## src/rtl/mep_pkg.sv

```systemverilog
// shared constants, types and helper functions of the mandelbrot escape pixel unit
package mep_pkg;

	localparam int PIX_W      = 10;
	localparam int SIDE_W     = 11;
	localparam int LIM_W      = 8;
	localparam int IDX_W      = 20;
	localparam int CFG_IDX_W  = 2;
	localparam int CFG_DATA_W = 11;
	localparam int MAX_SIDE   = 1024;
	localparam int FRAC_BITS  = 28;
	localparam int WORD_W     = FRAC_BITS + 4;
	localparam int PROD_W     = 2 * WORD_W - FRAC_BITS;
	localparam int SUM_W      = PROD_W + 2;
	localparam int NUM_W      = PIX_W + FRAC_BITS + 2;
	localparam int DIV_CNT_W  = $clog2(NUM_W);

	localparam logic [CFG_IDX_W-1:0] REG_WIDTH  = CFG_IDX_W'(0);
	localparam logic [CFG_IDX_W-1:0] REG_HEIGHT = CFG_IDX_W'(1);
	localparam logic [CFG_IDX_W-1:0] REG_LIMIT  = CFG_IDX_W'(2);

	localparam logic [SIDE_W-1:0] WIDTH_RST  = SIDE_W'(200);
	localparam logic [SIDE_W-1:0] HEIGHT_RST = SIDE_W'(200);
	localparam logic [LIM_W-1:0]  LIMIT_RST  = LIM_W'(100);

	localparam logic signed [SUM_W-1:0] SAT_HI = (SUM_W'(1) << (WORD_W - 1)) - SUM_W'(1);
	localparam logic signed [SUM_W-1:0] SAT_LO = -(SUM_W'(1) << (WORD_W - 1));
	localparam logic signed [PROD_W:0]  FOUR   = (PROD_W + 1)'(4) << FRAC_BITS;

	typedef logic signed [WORD_W-1:0] word_t;
	typedef logic signed [PROD_W-1:0] fx_t;

	typedef enum logic [3:0] {
		ST_IDLE,
		ST_DIV_RE,
		ST_DIV_IM,
		ST_UPDATE,
		ST_MUL_RR,
		ST_MUL_II,
		ST_MUL_RI,
		ST_CHECK,
		ST_DONE
	} mep_state_t;

	typedef enum logic [1:0] {
		MUL_RR,
		MUL_II,
		MUL_RI
	} mul_sel_t;

	typedef struct packed {
		logic     load;
		logic     div_start_im;
		logic     take_re;
		logic     take_im;
		logic     update;
		mul_sel_t mul_sel;
		logic     store_rr;
		logic     store_ii;
		logic     store_ri;
		logic     emit;
	} mep_cmd_t;

	typedef struct packed {
		logic div_done;
		logic stop;
		logic out_free;
	} mep_sts_t;

	function automatic word_t sat_word(input logic signed [SUM_W-1:0] v);
		word_t r;
		if (v > SAT_HI) begin
			r = SAT_HI[WORD_W-1:0];
		end else if (v < SAT_LO) begin
			r = SAT_LO[WORD_W-1:0];
		end else begin
			r = v[WORD_W-1:0];
		end
		return r;
	endfunction

	function automatic logic [SIDE_W-1:0] eff_side(input logic [SIDE_W-1:0] s);
		logic [SIDE_W-1:0] r;
		if (s == '0) begin
			r = SIDE_W'(1);
		end else if (s > SIDE_W'(MAX_SIDE)) begin
			r = SIDE_W'(MAX_SIDE);
		end else begin
			r = s;
		end
		return r;
	endfunction

endpackage

```

## src/rtl/mep_if.sv

```systemverilog
// pixel, result and configuration channel interfaces
interface mep_pix_if;
	import mep_pkg::*;
	logic             valid;
	logic             ready;
	logic [PIX_W-1:0] pixel_row;
	logic [PIX_W-1:0] pixel_column;
	modport source (output valid, output pixel_row, output pixel_column, input ready);
	modport sink (input valid, input pixel_row, input pixel_column, output ready);
endinterface

interface mep_res_if;
	import mep_pkg::*;
	logic             valid;
	logic             ready;
	logic             in_set;
	logic [LIM_W-1:0] iteration_count;
	logic [IDX_W-1:0] result_index;
	modport source (output valid, output in_set, output iteration_count, output result_index,
		input ready);
	modport sink (input valid, input in_set, input iteration_count, input result_index,
		output ready);
endinterface

interface mep_cfg_if;
	import mep_pkg::*;
	logic                  valid;
	logic                  ready;
	logic [CFG_IDX_W-1:0]  index;
	logic [CFG_DATA_W-1:0] data;
	modport source (output valid, output index, output data, input ready);
	modport sink (input valid, input index, input data, output ready);
endinterface

```

## src/rtl/mep_div.sv

```systemverilog
// iterative restoring divider for the pixel to coordinate mapping
module mep_div (
	input  logic                    clk,
	input  logic                    arst_n,
	input  logic                    start,
	input  logic [mep_pkg::NUM_W-1:0]  num_mag,
	input  logic                    num_neg,
	input  logic [mep_pkg::SIDE_W-1:0] den,
	output logic                    done,
	output mep_pkg::word_t          quot
);
	import mep_pkg::*;

	logic                 busy_q;
	logic                 done_q;
	logic [DIV_CNT_W-1:0] cnt_q;
	logic [SIDE_W-1:0]    rem_q;
	logic [NUM_W-1:0]     dq_q;
	logic [SIDE_W-1:0]    den_q;
	logic                 neg_q;
	logic [SIDE_W:0]      rem_sh;
	logic                 ge;
	logic [SIDE_W:0]      rem_sub;
	logic [NUM_W-1:0]     q_hi;

	assign rem_sh  = {rem_q, dq_q[NUM_W-1]};
	assign ge      = rem_sh >= {1'b0, den_q};
	assign rem_sub = rem_sh - {1'b0, den_q};

	always_ff @(posedge clk or negedge arst_n) begin
		if (!arst_n) begin
			busy_q <= 1'b0;
			done_q <= 1'b0;
			cnt_q  <= '0;
		end else begin
			done_q <= busy_q && (cnt_q == DIV_CNT_W'(NUM_W - 1));
			if (start) begin
				busy_q <= 1'b1;
				cnt_q  <= '0;
			end else if (busy_q) begin
				cnt_q <= cnt_q + DIV_CNT_W'(1);
				if (cnt_q == DIV_CNT_W'(NUM_W - 1)) begin
					busy_q <= 1'b0;
				end
			end
		end
	end

	always_ff @(posedge clk) begin
		if (start) begin
			rem_q <= '0;
			dq_q  <= num_mag;
			den_q <= den;
			neg_q <= num_neg;
		end else if (busy_q) begin
			rem_q <= ge ? rem_sub[SIDE_W-1:0] : rem_sh[SIDE_W-1:0];
			dq_q  <= {dq_q[NUM_W-2:0], ge};
		end
	end

	// saturate the signed quotient to the word
	assign q_hi = NUM_W'(1) << (WORD_W - 1);
	always_comb begin
		if (neg_q) begin
			quot = (dq_q > q_hi) ? SAT_LO[WORD_W-1:0] : -word_t'(dq_q[WORD_W-1:0]);
		end else begin
			quot = (dq_q >= q_hi) ? SAT_HI[WORD_W-1:0] : word_t'(dq_q[WORD_W-1:0]);
		end
	end

	assign done = done_q;

	property p_done_after_busy;
		@(posedge clk) disable iff (!arst_n) done_q |-> $past(busy_q);
	endproperty
	a_done_after_busy: assert property (p_done_after_busy) else $error("divider done without run");

	property p_busy_no_done;
		@(posedge clk) disable iff (!arst_n) busy_q |-> !done_q || $past(start);
	endproperty
	a_busy_no_done: assert property (p_busy_no_done) else $error("divider done while busy");

	property p_run_length;
		@(posedge clk) disable iff (!arst_n) $rose(done_q) |-> !busy_q;
	endproperty
	a_run_length: assert property (p_run_length) else $error("divider still busy at done");

endmodule

```

## src/rtl/mep_dpath.sv

```systemverilog
// datapath: coordinate mapping, shared multiplier, z update, escape test and output register
module mep_dpath (
	input  logic                       clk,
	input  logic                       arst_n,
	input  mep_pkg::mep_cmd_t          cmd,
	output mep_pkg::mep_sts_t          sts,
	input  logic [mep_pkg::PIX_W-1:0]  pixel_row,
	input  logic [mep_pkg::PIX_W-1:0]  pixel_column,
	input  logic [mep_pkg::SIDE_W-1:0] width_eff,
	input  logic [mep_pkg::SIDE_W-1:0] height_eff,
	input  logic [mep_pkg::LIM_W-1:0]  limit,
	input  logic                       out_ready,
	output logic                       out_valid,
	output logic                       in_set,
	output logic [mep_pkg::LIM_W-1:0]  iteration_count,
	output logic [mep_pkg::IDX_W-1:0]  result_index
);
	import mep_pkg::*;

	logic [PIX_W-1:0]   col_q;
	logic [SIDE_W-1:0]  w_q;
	logic [LIM_W-1:0]   limit_q;
	logic [IDX_W-1:0]   idx_q;
	word_t              cr_q;
	word_t              ci_q;
	word_t              zr_q;
	word_t              zi_q;
	fx_t                rr_q;
	fx_t                ii_q;
	fx_t                ri_q;
	logic [LIM_W-1:0]   k_q;
	logic signed [2*WORD_W-1:0] prod_q;
	logic               out_valid_q;
	logic               in_set_q;
	logic [LIM_W-1:0]   count_q;
	logic [IDX_W-1:0]   res_idx_q;

	logic [PIX_W-1:0]   div_pos;
	logic [SIDE_W-1:0]  div_side;
	logic signed [PIX_W+1:0] diff;
	logic [PIX_W+1:0]   diff_mag;
	logic [NUM_W-1:0]   num_mag;
	logic               div_done;
	word_t              quot;
	word_t              op_a;
	word_t              op_b;
	logic signed [2*WORD_W-1:0] prod_adj;
	fx_t                prod_fx;
	logic signed [SUM_W-1:0] nr_sum;
	logic signed [SUM_W-1:0] ni_sum;
	logic signed [PROD_W:0]  len;
	logic [PIX_W+SIDE_W:0]   idx_full;

	// coordinate division operands
	always_comb begin
		if (cmd.load) begin
			div_pos  = pixel_row;
			div_side = height_eff;
		end else begin
			div_pos  = col_q;
			div_side = w_q;
		end
	end
	assign diff     = $signed({2'b00, div_pos}) - $signed({2'b00, div_side[SIDE_W-1:1]});
	assign diff_mag = diff[PIX_W+1] ? -diff : diff;
	assign num_mag  = {diff_mag[PIX_W-1:0], (FRAC_BITS + 2)'(0)};

	mep_div u_div (
		.clk     (clk),
		.arst_n  (arst_n),
		.start   (cmd.load | cmd.div_start_im),
		.num_mag (num_mag),
		.num_neg (diff[PIX_W+1]),
		.den     (div_side),
		.done    (div_done),
		.quot    (quot)
	);

	assign idx_full = (PIX_W + SIDE_W + 1)'(pixel_column) * (PIX_W + SIDE_W + 1)'(height_eff)
		+ (PIX_W + SIDE_W + 1)'(pixel_row);

	// shared multiplier, product registered
	always_comb begin
		case (cmd.mul_sel)
			MUL_RR: begin
				op_a = zr_q;
				op_b = zr_q;
			end
			MUL_II: begin
				op_a = zi_q;
				op_b = zi_q;
			end
			MUL_RI: begin
				op_a = zr_q;
				op_b = zi_q;
			end
			default: begin
				op_a = zr_q;
				op_b = zi_q;
			end
		endcase
	end

	// truncate toward zero
	assign prod_adj = prod_q + (prod_q[2*WORD_W-1] ?
		(2 * WORD_W)'((64'd1 << FRAC_BITS) - 64'd1) : (2 * WORD_W)'(0));
	assign prod_fx  = prod_adj[2*WORD_W-1:FRAC_BITS];

	assign nr_sum = SUM_W'(rr_q) - SUM_W'(ii_q) + SUM_W'(cr_q);
	assign ni_sum = (SUM_W'(ri_q) <<< 1) + SUM_W'(ci_q);
	assign len    = (PROD_W + 1)'(rr_q) + (PROD_W + 1)'(ii_q);

	always_ff @(posedge clk) begin
		prod_q <= op_a * op_b;
		if (cmd.load) begin
			col_q   <= pixel_column;
			w_q     <= width_eff;
			limit_q <= limit;
			idx_q   <= idx_full[IDX_W-1:0];
		end
		if (cmd.take_re) begin
			cr_q <= quot;
		end
		if (cmd.take_im) begin
			ci_q <= quot;
			rr_q <= '0;
			ii_q <= '0;
			ri_q <= '0;
		end
		if (cmd.update) begin
			zr_q <= sat_word(nr_sum);
			zi_q <= sat_word(ni_sum);
		end
		if (cmd.store_rr) begin
			rr_q <= prod_fx;
		end
		if (cmd.store_ii) begin
			ii_q <= prod_fx;
		end
		if (cmd.store_ri) begin
			ri_q <= prod_fx;
		end
		if (cmd.emit) begin
			in_set_q  <= k_q == limit_q;
			count_q   <= k_q;
			res_idx_q <= idx_q;
		end
	end

	always_ff @(posedge clk or negedge arst_n) begin
		if (!arst_n) begin
			k_q         <= '0;
			out_valid_q <= 1'b0;
		end else begin
			if (cmd.take_im) begin
				k_q <= '0;
			end else if (cmd.update) begin
				k_q <= k_q + LIM_W'(1);
			end
			if (cmd.emit) begin
				out_valid_q <= 1'b1;
			end else if (out_ready) begin
				out_valid_q <= 1'b0;
			end
		end
	end

	assign sts.div_done = div_done;
	assign sts.stop     = (len >= FOUR) || (k_q >= limit_q);
	assign sts.out_free = !out_valid_q || out_ready;

	assign out_valid       = out_valid_q;
	assign in_set          = in_set_q;
	assign iteration_count = count_q;
	assign result_index    = res_idx_q;

	property p_emit_free;
		@(posedge clk) disable iff (!arst_n) cmd.emit |-> (!out_valid_q || out_ready);
	endproperty
	a_emit_free: assert property (p_emit_free) else $error("result overwritten");

	property p_emit_valid;
		@(posedge clk) disable iff (!arst_n) cmd.emit |=> out_valid_q;
	endproperty
	a_emit_valid: assert property (p_emit_valid) else $error("emitted item not shown");

	property p_squares_pos;
		@(posedge clk) disable iff (!arst_n) cmd.update |-> !rr_q[PROD_W-1] && !ii_q[PROD_W-1];
	endproperty
	a_squares_pos: assert property (p_squares_pos) else $error("negative square");

	property p_count_bound;
		@(posedge clk) disable iff (!arst_n) cmd.emit |-> (k_q <= limit_q || k_q == LIM_W'(1));
	endproperty
	a_count_bound: assert property (p_count_bound) else $error("count past limit");

endmodule

```

## src/rtl/mep_ctrl.sv

```systemverilog
// controller state machine sequencing division, iteration and result hand-off
module mep_ctrl (
	input  logic              clk,
	input  logic              arst_n,
	input  logic              in_valid,
	output logic              in_ready,
	input  mep_pkg::mep_sts_t sts,
	output mep_pkg::mep_cmd_t cmd
);
	import mep_pkg::*;

	mep_state_t state_q;
	mep_state_t state_nxt;

	always_ff @(posedge clk or negedge arst_n) begin
		if (!arst_n) begin
			state_q <= ST_IDLE;
		end else begin
			state_q <= state_nxt;
		end
	end

	always_comb begin
		state_nxt = state_q;
		case (state_q)
			ST_IDLE: begin
				if (in_valid) state_nxt = ST_DIV_RE;
			end
			ST_DIV_RE: begin
				if (sts.div_done) state_nxt = ST_DIV_IM;
			end
			ST_DIV_IM: begin
				if (sts.div_done) state_nxt = ST_UPDATE;
			end
			ST_UPDATE: state_nxt = ST_MUL_RR;
			ST_MUL_RR: state_nxt = ST_MUL_II;
			ST_MUL_II: state_nxt = ST_MUL_RI;
			ST_MUL_RI: state_nxt = ST_CHECK;
			ST_CHECK: begin
				state_nxt = sts.stop ? ST_DONE : ST_UPDATE;
			end
			ST_DONE: begin
				if (sts.out_free) state_nxt = ST_IDLE;
			end
			default: state_nxt = ST_IDLE;
		endcase
	end

	always_comb begin
		cmd      = '0;
		cmd.mul_sel = MUL_RR;
		in_ready = 1'b0;
		case (state_q)
			ST_IDLE: begin
				in_ready = 1'b1;
				cmd.load = in_valid;
			end
			ST_DIV_RE: begin
				cmd.take_re      = sts.div_done;
				cmd.div_start_im = sts.div_done;
			end
			ST_DIV_IM: cmd.take_im = sts.div_done;
			ST_UPDATE: cmd.update = 1'b1;
			ST_MUL_RR: cmd.mul_sel = MUL_RR;
			ST_MUL_II: begin
				cmd.mul_sel  = MUL_II;
				cmd.store_rr = 1'b1;
			end
			ST_MUL_RI: begin
				cmd.mul_sel  = MUL_RI;
				cmd.store_ii = 1'b1;
			end
			ST_CHECK: cmd.store_ri = 1'b1;
			ST_DONE: cmd.emit = sts.out_free;
			default: cmd = '0;
		endcase
	end

	property p_load_idle;
		@(posedge clk) disable iff (!arst_n) cmd.load |=> state_q == ST_DIV_RE;
	endproperty
	a_load_idle: assert property (p_load_idle) else $error("item taken outside idle");

	property p_emit_idle;
		@(posedge clk) disable iff (!arst_n) cmd.emit |=> in_ready;
	endproperty
	a_emit_idle: assert property (p_emit_idle) else $error("no return to idle after item");

	property p_check_stop;
		@(posedge clk) disable iff (!arst_n)
			(state_q == ST_CHECK && !sts.stop) |=> cmd.update;
	endproperty
	a_check_stop: assert property (p_check_stop) else $error("iteration not continued");

endmodule

```

## src/rtl/mandelbrot_escape_pixel_unit.sv

```systemverilog
// top level of the mandelbrot escape pixel unit with configuration registers
//
// channel  dir  payload                                      handshake
// pix      in   pixel_row, pixel_column                      valid/ready
// res      out  in_set, iteration_count, result_index        valid/ready
// cfg      in   index, data (0 width, 1 height, 2 limit)     valid/ready, always ready
//
// an item runs two divisions on the shared radix-2 divider, then iterates the single
// 32x32 multiplier loop (update, three products, escape check) until it stops; a new
// item is accepted only once the last one has been handed to the result register
// reset loads width 200, height 200, limit 100 and empties the result register
// the result register lets the next item start while the last result waits
// a result still waiting when the next one is done holds the unit until it is taken
module mandelbrot_escape_pixel_unit (
	input logic     clk,
	input logic     arst_n,
	mep_pix_if.sink pix,
	mep_res_if.source res,
	mep_cfg_if.sink cfg
);
	import mep_pkg::*;

	logic [SIDE_W-1:0] width_q;
	logic [SIDE_W-1:0] height_q;
	logic [LIM_W-1:0]  limit_q;
	mep_cmd_t          cmd;
	mep_sts_t          sts;

	assign cfg.ready = 1'b1;

	always_ff @(posedge clk or negedge arst_n) begin
		if (!arst_n) begin
			width_q  <= WIDTH_RST;
			height_q <= HEIGHT_RST;
			limit_q  <= LIMIT_RST;
		end else if (cfg.valid) begin
			case (cfg.index)
				REG_WIDTH:  width_q  <= cfg.data;
				REG_HEIGHT: height_q <= cfg.data;
				REG_LIMIT:  limit_q  <= cfg.data[LIM_W-1:0];
				default: ;
			endcase
		end
	end

	mep_ctrl u_ctrl (
		.clk      (clk),
		.arst_n   (arst_n),
		.in_valid (pix.valid),
		.in_ready (pix.ready),
		.sts      (sts),
		.cmd      (cmd)
	);

	mep_dpath u_dpath (
		.clk             (clk),
		.arst_n          (arst_n),
		.cmd             (cmd),
		.sts             (sts),
		.pixel_row       (pix.pixel_row),
		.pixel_column    (pix.pixel_column),
		.width_eff       (eff_side(width_q)),
		.height_eff      (eff_side(height_q)),
		.limit           (limit_q),
		.out_ready       (res.ready),
		.out_valid       (res.valid),
		.in_set          (res.in_set),
		.iteration_count (res.iteration_count),
		.result_index    (res.result_index)
	);

endmodule

```

## src/flat_wrapper.sv

```systemverilog
// flat-port wrapper written by rule: the top's interface ports become plain ports
module mandelbrot_escape_pixel_unit_flat import mep_pkg::*;
  (clk, arst_n, pix_valid, pix_pixel_row, pix_pixel_column, pix_ready, res_valid, res_in_set, res_iteration_count, res_result_index, res_ready, cfg_valid, cfg_index, cfg_data, cfg_ready);
  mep_pix_if pix_i ();
  mep_res_if res_i ();
  mep_cfg_if cfg_i ();
  input logic clk;
  input logic arst_n;
  input wire logic [$bits(pix_i.valid)-1:0] pix_valid;
  input wire logic [$bits(pix_i.pixel_row)-1:0] pix_pixel_row;
  input wire logic [$bits(pix_i.pixel_column)-1:0] pix_pixel_column;
  output wire logic [$bits(pix_i.ready)-1:0] pix_ready;
  output wire logic [$bits(res_i.valid)-1:0] res_valid;
  output wire logic [$bits(res_i.in_set)-1:0] res_in_set;
  output wire logic [$bits(res_i.iteration_count)-1:0] res_iteration_count;
  output wire logic [$bits(res_i.result_index)-1:0] res_result_index;
  input wire logic [$bits(res_i.ready)-1:0] res_ready;
  input wire logic [$bits(cfg_i.valid)-1:0] cfg_valid;
  input wire logic [$bits(cfg_i.index)-1:0] cfg_index;
  input wire logic [$bits(cfg_i.data)-1:0] cfg_data;
  output wire logic [$bits(cfg_i.ready)-1:0] cfg_ready;
  assign pix_i.valid = pix_valid;
  assign pix_i.pixel_row = pix_pixel_row;
  assign pix_i.pixel_column = pix_pixel_column;
  assign pix_ready = pix_i.ready;
  assign res_valid = res_i.valid;
  assign res_in_set = res_i.in_set;
  assign res_iteration_count = res_i.iteration_count;
  assign res_result_index = res_i.result_index;
  assign res_i.ready = res_ready;
  assign cfg_i.valid = cfg_valid;
  assign cfg_i.index = cfg_index;
  assign cfg_i.data = cfg_data;
  assign cfg_ready = cfg_i.ready;
  mandelbrot_escape_pixel_unit u_core (.clk(clk), .arst_n(arst_n), .pix(pix_i), .res(res_i), .cfg(cfg_i));
endmodule
```

## config.mk

```make
export PLATFORM = sky130hd
export DESIGN_NAME = mandelbrot_escape_pixel_unit_flat
export DESIGN_NICKNAME = d
export VERILOG_FILES = /design/src/rtl/mep_pkg.sv /design/src/rtl/mep_if.sv /design/src/rtl/mep_div.sv /design/src/rtl/mep_dpath.sv /design/src/rtl/mep_ctrl.sv /design/src/rtl/mandelbrot_escape_pixel_unit.sv /design/src/flat_wrapper.sv
export SDC_FILE = /design/constraint.sdc
export NUM_CORES = 2
export LEC_CHECK = 0
export BUFFER_PORTS_ARGS = -buffer_cell sky130_fd_sc_hd__buf_2
export CAP_MARGIN = 10
export CORE_AREA = 2 2 335 503
export CTS_BUF_LIST = sky130_fd_sc_hd__clkbuf_8 sky130_fd_sc_hd__clkbuf_16
export CTS_CLUSTER_DIAMETER = 150
export DETAILED_ROUTE_END_ITERATION = 12
export DIE_AREA = 0 0 337 505
export PLACE_DENSITY_LB_ADDON = 0.12
export SYNTH_ARGS = -nofsm -noshare
export SYNTH_HDL_FRONTEND = slang
export SYNTH_SLANG_ARGS = --single-unit
export TNS_END_PERCENT = 1
```

## constraint.sdc

```tcl
create_clock -name clk -period 10.7 [get_ports clk]
set_input_delay 3.21 -clock clk [delete_from_list [all_inputs] [get_ports clk]]
set_output_delay 3.21 -clock clk [all_outputs]
set_load 0.05 [all_outputs]
```

==> impl_metrics.yaml <==
logic_synthesis:
  synth-seq-cells: 492
  synth_edf_count: 336
  muxShareOfSynthArea: 0.0281
  yosysSeqAreaShare: 0.205
  syn-num-nets: 8507
  synth_top_family_by_area: "adder cells"
  synthCells: 6857
  synth_area_um2: 65900
  synthSimpleGateAreaFrac: 0.135
  ys_async_sr_fraction: 0.104
  synth.distinct_cells: 83
  synth_flop_cell: "edfxtp_1"
  synth_compound_area_frac: 0.0723
  synth_xor_area_frac: 0.0277
  syn_area_per_cell_um2: 9.61
  synth_fa_ha_area_frac: 0.443
  ys_warn_count: 0
cts:
  htree_levels: 2
  cts_root_buf: "clkbuf_16"
  clk_path_buf_depth: 3
  cts_buffers: 57
  clock_latency_ps: 710
  cts_tree: "built"
  cts_sinks: 492
  clk_pin_slew_ps: 70
final_layout:
  finalNetCount: 8574
  syn_to_final_growth_pct: 9.18
  drive_above_1_share: 0.0763
  nFillCells: 16139
  layout_commonest_cell: "inv_1"
  final_cell_mix: "inv_1 (1299), fa_1 (1201), nand2_1 (832)"
sta:
  post-route-period-util: 0.950
  tns_ps: 0
  slew_viol_final: 0
  finalHoldViolations: 0
  relSlewSlack: 0.162
  period_needed_ps: 10170
  finalSetupViolations: 0
  skew_ps: 90.5
  timing.fmax_ghz: 0.0983
  rsz0062_at_grt: "false"
  tightest_slew_ps: 1240
worst_setup_path:
  worstSetupPathType: "flop to flop"
  slowest_stage: "mux2i_4"
  end_kind: "flop"
  worstPathRequired_ps: 11300
  cpMostUsedCell: "fa_1"
  startpoint_type: "flop"
  crit_fanout: 50
  cpPeakStageDelay_ps: 710
  critPathBufInv: 5
  cp_data_arrival_time_ps: 10770
  crit_family: "adder cells"
floorplan:
  start_util: 0.398
  fp.dieH_um: 505
  die_w_um: 337
  pin_count: 70
  die_area_um2: 170000
  design.core.area_um2: 166000
  rows: 183
global_routing:
  antenna_found_initial: 2
  grt_pass1_vias: 52499
  grtUsageTotal: 0.261
  grt_pass1_wl_mm: 329
  grt_start_max_net_pins: 65
  grt-ovfl-total: 0
route:
  vias: 48098
  antenna_left: 0
  drt_pass1_iterations: 5
  viasPerCell: 5.23
  post-route-drc-count: 0
  routedWlPerCell_um: 23.6
  drtIter0Drc: 2642
  wirelength_mm: 217
placement:
  hpwl_mm: 180
  place.gp.congestion: 0.961
  place.port_buffers: 68
min_path:
  min-delay-path-class: "flop to flop"
run_status:
  status: "completed"
run:
  drv_cap: 0
[cell usage after synthesis (11+ instances only)]
| master | instances | area, µm² |
|---|---|---|
| or3_1 | 17 | 106 |
| a21boi_0 | 15 | 113 |
| a21oi_1 | 188 | 941 |
| o31ai_1 | 17 | 128 |
| or4_1 | 12 | 90.1 |
| edfxtp_1 | 336 | 10100 |
| o21ai_0 | 193 | 966 |
| fa_1 | 1201 | 24000 |
| nand2b_1 | 43 | 269 |
| nor3_1 | 43 | 215 |
| a21o_1 | 112 | 841 |
| mux2_2 | 58 | 653 |
| a31oi_1 | 22 | 138 |
| nand4_1 | 36 | 225 |
| and2_1 | 76 | 475 |
| mux2i_1 | 120 | 1200 |
| xor2_1 | 87 | 762 |
| buf_1 | 21 | 78.8 |
| and4_1 | 11 | 96.3 |
| and3_1 | 34 | 213 |
| or2_2 | 11 | 68.8 |
| nand2_1 | 836 | 3140 |
| nor4_1 | 12 | 75.1 |
| a211oi_1 | 34 | 255 |
| nor2_1 | 769 | 2890 |
| o21bai_1 | 24 | 180 |
| o311ai_0 | 27 | 236 |
| ha_1 | 411 | 5140 |
| clkbuf_1 | 249 | 935 |
| xnor2_1 | 121 | 1060 |
| inv_1 | 1293 | 4850 |
| o21a_1 | 21 | 158 |
| nand3_1 | 68 | 340 |
| dfxtp_1 | 105 | 2100 |
| nor2b_1 | 44 | 275 |
| dfrtp_1 | 42 | 1050 |
[final timing paths]
path	from	endpoint	slack, ps	cells after the start
max	u_core.u_ctrl.state_q[0]$_DFFE_PN0P_	u_core.u_dpath.prod_q[59]$_DFF_P_	530	28
min	u_core.u_dpath.idx_q[16]$_DFFE_PP_	u_core.u_dpath.result_index[16]$_DFFE_PP_	420	0
max reg2reg	u_core.u_ctrl.state_q[0]$_DFFE_PN0P_	u_core.u_dpath.prod_q[59]$_DFF_P_	530	28
min reg2reg	u_core.u_dpath.idx_q[16]$_DFFE_PP_	u_core.u_dpath.result_index[16]$_DFFE_PP_	420	0
max in group asynchronous	arst_n	u_core.width_q[9]$_DFFE_PN0P_	7570	2
min in group asynchronous	arst_n	u_core.u_dpath.k_q[1]$_DFFE_PN0P_	2610	2
[layer usage]
layer  global-route usage  part of all wire  up-vias
li1                     -                 -    21614
met1                0.288              0.36    24662
met2                0.492              0.54     1341
met3               0.0260             0.038      479
met4                0.129             0.059        2
met5                    0          0.000060        -
[logic make-up after synthesis]
| kind of cell | count (synthesis) |
|---|---|
| other cells | 1 |
| mux | 178 |
| flops | 492 |
| simple gates | 2055 |
| xor+xnor | 208 |
| fa+ha+maj | 1612 |
| buf+inv | 1566 |
| compound gates | 745 |
[metrics by stage]
stage | utilization | hold WS (ps) | area, µm² | setup slack, ps | cells
3_3_place_gp | 0.422 | 402 | 69900 | 386 | 9085
2_1_floorplan | - | 400 | 65900 | 1130 | 6857
4_1_cts | 0.434 | 423 | 71900 | 238 | 9192
5_1_grt | 0.434 | 431 | 71900 | 38.0 | 9192
3_5_place_dp | 0.422 | 405 | 69900 | 329 | 9085
6_report | 0.434 | 424 | 71900 | 531 | 9195
[final cells by class]
cell class,instances,area (µm²),area share
sequential,492,13500,0.187
inverter,1294,4860,0.0675
tap,2220,2780,0.0386
timing repair buffer,280,1980,0.0276
antenna,3,7.51,0.000104
clock buffer,63,1530,0.0213
multi-input combinational,4799,46800,0.651
clock inverter,44,492,0.00684
[flip-flops by register name, indices dropped and copies added (netlist names), 4 cells and up]
| name | flops |
|---|---|
| u_core.u_dpath.ii_q | 36 |
| u_core.u_dpath.rr_q | 36 |
| u_core.u_dpath.w_q | 11 |
| u_core.u_dpath.zr_q | 32 |
| u_core.u_dpath.col_q | 10 |
| u_core.u_dpath.result_index | 20 |
| u_core.u_dpath.u_div.rem_q | 11 |
| u_core.u_dpath.u_div.den_q | 11 |
| u_core.u_dpath.ci_q | 32 |
| u_core.u_ctrl.state_q | 4 |
| u_core.u_dpath.u_div.cnt_q | 6 |
| u_core.u_dpath.limit_q | 8 |
| u_core.u_dpath.cr_q | 32 |
| u_core.u_dpath.iteration_count | 8 |
| u_core.width_q | 11 |
| u_core.limit_q | 8 |
| u_core.u_dpath.ri_q | 36 |
| u_core.u_dpath.prod_q | 64 |
| u_core.u_dpath.zi_q | 32 |
| u_core.u_dpath.u_div.dq_q | 40 |
| u_core.height_q | 11 |
| u_core.u_dpath.k_q | 8 |
| u_core.u_dpath.idx_q | 20 |
[timing repair]
item / 4_1_cts / 5_1_grt
buffers inserted: 0 / 0
endpoints found under the setup margin: 0 / 4
hold buffers: 0 / 0
gates resized for setup: 0 / 3
Power is left out: the tool's default activity adds up to more than one toggle a clock period on the data nets, which glitch-free logic cannot reach.
